### src/rtl/sre_pkg.sv
// Shared types, constants and helpers for the static range encoder.
// No dependencies; every other file in rtl/ refers to this package.
package sre_pkg;

  localparam int COUNT_BITS = 32;
  localparam int SYM_W      = 8;
  localparam int IDX_W      = 9;
  localparam int WORD_W     = 32;
  localparam int TWORD_W    = 16;
  localparam int TOP_SHIFT  = 24;

  localparam logic [IDX_W-1:0]      LAST_IDX     = IDX_W'(256);
  localparam logic [WORD_W-1:0]     TOP_SPAN     = 32'h0100_0000;
  localparam logic [WORD_W-1:0]     RANGE_FLOOR  = 32'h0001_0000;
  localparam logic [WORD_W-1:0]     WORD_MAX     = 32'hFFFF_FFFF;
  localparam logic [COUNT_BITS-1:0] COUNT_MAX    = {COUNT_BITS{1'b1}};

  typedef enum logic [2:0] {
    OP_START  = 3'd0,
    OP_COUNT  = 3'd1,
    OP_BUILD  = 3'd2,
    OP_READ   = 3'd3,
    OP_ENCODE = 3'd4,
    OP_FLUSH  = 3'd5
  } op_t;

  typedef enum logic [15:0] {
    ST_IDLE  = 16'h0001,
    ST_C_WR  = 16'h0002,
    ST_B_FRD = 16'h0004,
    ST_B_FWR = 16'h0008,
    ST_B_CHK = 16'h0010,
    ST_B_HRD = 16'h0020,
    ST_B_HWR = 16'h0040,
    ST_R_OUT = 16'h0080,
    ST_E_RD0 = 16'h0100,
    ST_E_RD1 = 16'h0200,
    ST_E_DIV = 16'h0400,
    ST_E_M1  = 16'h0800,
    ST_E_M2  = 16'h1000,
    ST_E_M3  = 16'h2000,
    ST_E_RN  = 16'h4000,
    ST_F_OUT = 16'h8000
  } state_t;

  // slot width of one symbol: empty symbols get one slot, big counts clamp
  function automatic logic [WORD_W-1:0] share_of(input logic [COUNT_BITS-1:0] h);
    logic [63:0] h64;
    h64 = 64'(h);
    if (h == '0) return WORD_W'(1);
    if (h64 > 64'(WORD_MAX)) return WORD_MAX;
    return WORD_W'(h);
  endfunction

endpackage

### src/rtl/sre_div.sv
// Radix-2 restoring divider, one quotient bit per cycle.
// Depends on sre_pkg for the word width.
module sre_div (
  input  logic                        clk,
  input  logic                        rst,
  input  logic                        start,
  input  logic [sre_pkg::WORD_W-1:0]  dividend,
  input  logic [sre_pkg::WORD_W-1:0]  divisor,
  output logic [sre_pkg::WORD_W-1:0]  quotient,
  output logic                        done
);
  localparam int W = sre_pkg::WORD_W;

  logic [W-1:0]          rem;
  logic [W-1:0]          q;
  logic [W-1:0]          dvs;
  logic [$clog2(W+1)-1:0] cnt;
  logic [W:0]            trial;

  assign trial    = {rem, q[W-1]} - {1'b0, dvs};
  assign quotient = q;

  always_ff @(posedge clk) begin
    if (rst) begin
      cnt  <= '0;
      done <= 1'b0;
    end else begin
      done <= 1'b0;
      if (start) begin
        q   <= dividend;
        dvs <= divisor;
        rem <= '0;
        cnt <= ($clog2(W+1))'(W);
      end else if (cnt != '0) begin
        if (!trial[W]) begin
          rem <= trial[W-1:0];
          q   <= {q[W-2:0], 1'b1};
        end else begin
          rem <= {rem[W-2:0], q[W-1]};
          q   <= {q[W-2:0], 1'b0};
        end
        cnt  <= cnt - 1'b1;
        done <= (cnt == ($clog2(W+1))'(1));
      end
    end
  end
endmodule

### config.mk
export PLATFORM = sky130hd
export DESIGN_NAME = sre_div
export DESIGN_NICKNAME = d
export VERILOG_FILES = /design/src/rtl/sre_pkg.sv /design/src/rtl/sre_div.sv
export SDC_FILE = /design/constraint.sdc
export NUM_CORES = 1
export LEC_CHECK = 0
export BUFFER_PORTS_ARGS = -buffer_cell sky130_fd_sc_hd__buf_2
export CAP_MARGIN = 20
export CORE_MARGIN = 2
export CORE_UTILIZATION = 57
export CTS_CLUSTER_SIZE = 30
export DETAILED_ROUTE_END_ITERATION = 7
export PLACE_DENSITY = 0.84
export SLEW_MARGIN = 20
export SYNTH_ARGS = -nofsm -noshare
export SYNTH_HDL_FRONTEND = slang
export SYNTH_SLANG_ARGS = --single-unit
### constraint.sdc
create_clock -name clk -period 7.35 [get_ports clk]
set_clock_uncertainty 0.1 [all_clocks]
set_input_delay 1.47 -clock clk [delete_from_list [all_inputs] [get_ports clk]]
set_output_delay 1.47 -clock clk [all_outputs]
set_load 0.03 [all_outputs]
# After elaboration in Yosys (flattened, before gate mapping)
# Cells that the tools add are included.
dict set report word_totals {
  regBits 103
  inputBits 67
  output_inout_bits 33
}
dict set report op_classes {
  add_sub_neg 2
  n_eq_ne 1
  mux 7
  bitwise 2
  n_reduce_logical 6
}
# op count
set ops {}
lappend ops {{$mux 32} 4}
lappend ops {{$sub 33x32->33} 1}
lappend ops {{$mux 6} 2}
lappend ops {{$eq 6x1->1 const B} 1}
lappend ops {{$reduce_bool 6->1} 1}
lappend ops {{$sub 6x1->6 const B} 1}
lappend ops {{$reduce_and 2->1} 2}
lappend ops {{$reduce_or 3->1} 1}
lappend ops {{$not 1->1} 2}
lappend ops {{$reduce_bool 2->1} 1}
lappend ops {{$reduce_or 2->1} 1}
lappend ops {{$mux 1} 1}

# Depth between registers and ports, before layout
dict set report depth {
  ltp_word 4
  mapped_depth 13
  mapped_depth_nobuf 12
}

# Worst setup path before layout
# OpenSTA, ideal clock, no wires.
dict set report synth_path {
  path_kind {input to register}
  start {input port start}
  end {register q[0], in the netlist quotient[0], enable pin}
  setup_time_ps 524
  arrival_time_ps 5208
  t_required_ps 6726
  path_slack_ps 1517
  cell_stages 2
  path_buffers 0
  cell_sequence {clkinv_1 -> a31oi_1}
}
dict set report synth_between {
  elab_chain_len 2
}
# element line_no
set synth_rtl {}
lappend synth_rtl {{from (decl)} sre_div.sv:6} ;# input logic start,
lappend synth_rtl {{$reduce_bool 2->1 (no source line)} -}
lappend synth_rtl {{$reduce_and 2->1 (no source line)} -}
lappend synth_rtl {{to (signal assigned)} sre_div.sv:30} ;# q <= dividend;
lappend synth_rtl {{to (signal assigned)} sre_div.sv:37} ;# q <= {q[W-2:0], 1'b1};
lappend synth_rtl {{to (signal assigned)} sre_div.sv:40} ;# q <= {q[W-2:0], 1'b0};
lappend synth_rtl {{to (decl)} sre_div.sv:15} ;# logic [W-1:0] q;
# Every way passes these cells.
# A chain may end at the register's enable or synchronous reset.

# Worst setup path in the final report
dict set report layout_path {
  start {input port start}
  end {register rem[15], enable pin}
}
dict set report layout_between {
  elab_chain_len 2
}
# element line_no
set layout_rtl {}
lappend layout_rtl {{$reduce_bool 2->1 (no source line)} -}
lappend layout_rtl {{$reduce_and 2->1 (no source line)} -}
lappend layout_rtl {{to (signal assigned)} sre_div.sv:36} ;# rem <= trial[W-1:0];
lappend layout_rtl {{to (signal assigned)} sre_div.sv:39} ;# rem <= {rem[W-2:0], q[W-1]};
lappend layout_rtl {{to (decl)} sre_div.sv:14} ;# logic [W-1:0] rem;
# Every way passes these cells.

==> metrics.csv <==
stage;metric;value;unit
setup_path;crit start category;input pin;
cells_and_area;share of cells above drive strength 1;26.2;%
global_route;initial antenna violation count;1;
cells_and_area;Final #Nets;692;
clock_tree;clk slew on worst S/H paths;0.11;ns
synth;Syn Inst Count;487;
outcome;status;complete, no violations;
clock_tree;clock tree buffer depth;2;
clock_tree;H-tree Lvls;3;
cells_and_area;Layout area overhead;14.9;%
detailed_routing;Pre-antenna DRT Iters;5;
power;Leak;2.82;nW
global_route;largest net degree at the start of global routing;68;
synth;largest area contributor in the netlist;edfxtp_1;
sta;Max transition margin;39.9;%
placed_design;worst slack at placement;2.96;ns
synth;Synth Flop Type;edfxtp_1;
synth;sequential fraction of the synthesis area;53.0;%
global_route;vias in the first global route;4237;
placed_design;DP HPWL;8.28;mm
floorplan;Std-Cell Rows;36;
synth;Post-synth EDFFs;96;
synth;Synth cell types;56;
floorplan;Initial Utilization;58.6;%
synth;Yosys reg bits;103;
setup_path;cell chain of the critical path;buf_2, buf_4, clkinv_1, a31oi_4, buf_4;
synth;Syn Std Cell Area;0.00570;mm2
clock_tree;post-CTS setup buffer count;0;
hold_path;Hold Path Class;reg2reg;
flow_run;total of max-cap violations;0;
setup_path;Worst path most repeated cell;buf_4;
floorplan;Die W;104;um
setup_path;Bufs and invs on worst path;4;
sta;count of final setup violators;0;
cells_and_area;post-layout util;67.4;%
sta;Max Freq;251;MHz
setup_path;CP top delay family;buffers and inverters;
setup_path;Setup CP Type;in2reg;
sta;final hold violations;0;
global_route;global-route wire length before repair;19.4;mm
setup_path;Worst EP arrival;3.89;ns
detailed_routing;DRC viols;0;
synth;ys async rst share;0;%
global_route;Total Routing Usage GR;22.3;%
global_route;grt total ovfl;0;
synth;Avg Inst Size Synth;11.7;um2
clock_tree;Root Driver;clkbuf_8;
synth;largest cells by area after synthesis;edfxtp_1 51%, ha_1 7.5%, mux2_2 6.1%;
floorplan;DIE HEIGHT;104;um
sta;fin crit period;3.98;ns
floorplan;IO Pins;100;
sta;Final WS setup;3.37;ns
floorplan;DIE AREA;0.0108;mm2
power;PD cells;329;mW/mm2
synth;Synth Warn #;0;
sta;slew of the pin with the lowest slew margin;0.900;ns
synth;Synthesized Nets;589;
detailed_routing;DR vias/cell;5.63;
clock_tree;Hold Buf Count CTS;0;
floorplan;Core Area;0.00973;mm2
sta;Slew Viols, Final;0;
clock_tree;CTS tree;yes;
synth;Synth top area share;50.5;%
detailed_routing;vias;4099;
sta;period utilisation layout;54.1;%
setup_path;CP required;7.26;ns
sta;final setup TNS;0;ns
setup_path;slowest CP cell;buf_4;
detailed_routing;Routed wire per std cell;16.0;um
setup_path;Crit. End Element;flip-flop;
placed_design;Placer Congestion;0.856;
detailed_routing;Starting DRT DRC Count;168;
cells_and_area;# fillers;742;
placed_design;I/O Buffers;99;
setup_path;crit path max fanout;67;
power;Max VDD drop;0.193;mV
clock_tree;Clock Sinks;103;
sta;RSZ-0062 raised after global routing;no;
clock_tree;Clk Latency, worst-skew pair;0.38;ns
cells_and_area;diode count;0;
setup_path;CP peak stage delay;0.64;ns
detailed_routing;routed wire length;11.7;mm
detailed_routing;Routed Antenna Nets;0;
clock_tree;PostCTS Resize Cnt;0;
clock_tree;CTS Buf Count;9;
[state kept, by name, indices dropped and copies added, names as in the netlist]
register,count
cnt,6
done,1
dvs,32
quotient,32
rem,32
[synthesized netlist by cell type (9+ instances only)]
library cell	instances
a21oi_1	39
nor2_1	42
nand2_1	30
ha_1	34
mux2_2	31
edfxtp_1	96
mux2i_1	18
xnor2_1	12
inv_1	41
o21ai_0	11
a21o_1	9
xor2_1	18
[cells in the final DEF (no fill, tap or decap), drive strengths merged, types with 13 or more instances in the layout]
| cell type | count |
|---|---|
| o21ai | 13 |
| xor2 | 18 |
| mux2 | 32 |
| ha | 34 |
| xnor2 | 13 |
| nand2 | 30 |
| mux2i | 18 |
| nor2 | 42 |
| buf | 103 |
| edfxtp | 96 |
| a21oi | 39 |
| inv | 43 |
[layer usage]
| metal | track usage, % | up-vias | wire length [um] |
|---|---|---|---|
| li1 | - | 1992 | - |
| met1 | 27.8 | 1943 | 4910 |
| met5 | 0 | - | 0 |
| met4 | 6.27 | 0 | 161 |
| met2 | 37.9 | 148 | 5770 |
| met3 | 6.58 | 16 | 807 |
[power by group]
| group | leakage [nW] | internal, mW | switching (mW) |
|---|---|---|---|
| Sequential | 0.986 | 0.791 | 0.0602 |
| Clock | 0.0960 | 0.131 | 0.215 |
| Combinational | 1.74 | 0.396 | 0.565 |
| Total | 2.82 | 1.32 | 0.840 |
[tightest hold or removal path, cell delays in order, from the launching register on]
cell       delay (ns)
dfxtp_1          0.34
nor2_1           0.09
a2111oi_0        0.06
[per-stage QoR]
stage	cells	area [um2]	total power, mW	hold WS [ns]
detailed placement	712	6360	1.81	0.422
global placement	712	6360	1.77	0.404
global route	728	6560	2.30	0.484
finish	728	6560	2.16	0.426
CTS	728	6560	2.16	0.436
floorplan	487	5700	1.61	0.387
[final cells by class]
type | count | area [um2] | area share [%]
Clock inverter | 7 | 68.8 | 1.05
Timing Repair Buffer | 103 | 526 | 8.02
Multi-Input combinational cell | 331 | 2490 | 38.0
Clock buffer | 9 | 124 | 1.89
Sequential cell | 103 | 3020 | 46.1
Tap cell | 133 | 166 | 2.54
Inverter | 42 | 158 | 2.41
[cell families (layout without fill, tap and decap cells)]
logic type	count (synthesis)	after routing	share of synthesized area, %
AND/OR/NAND/NOR	108	108	8.77
buffers and inverters	53	161	3.66
XOR/XNOR	31	31	5.09
multiplexers	50	50	9.48
AO/OA/AOI/OAI	107	107	12.2
flip-flops	103	103	53.0
adder cells (fa/ha/maj)	35	35	7.81
[final timing paths]
path                                    from  endpoint  slack (ns)  cells past startpoint
worst max-delay path                   start   rem[15]        3.37                      5
worst min register to register        cnt[1]    cnt[1]        0.43                      2
worst max register to register  quotient[31]   rem[31]        3.57                     13
worst min-delay path                  cnt[1]    cnt[1]        0.43                      2
(Power assumes the default switching activity.)
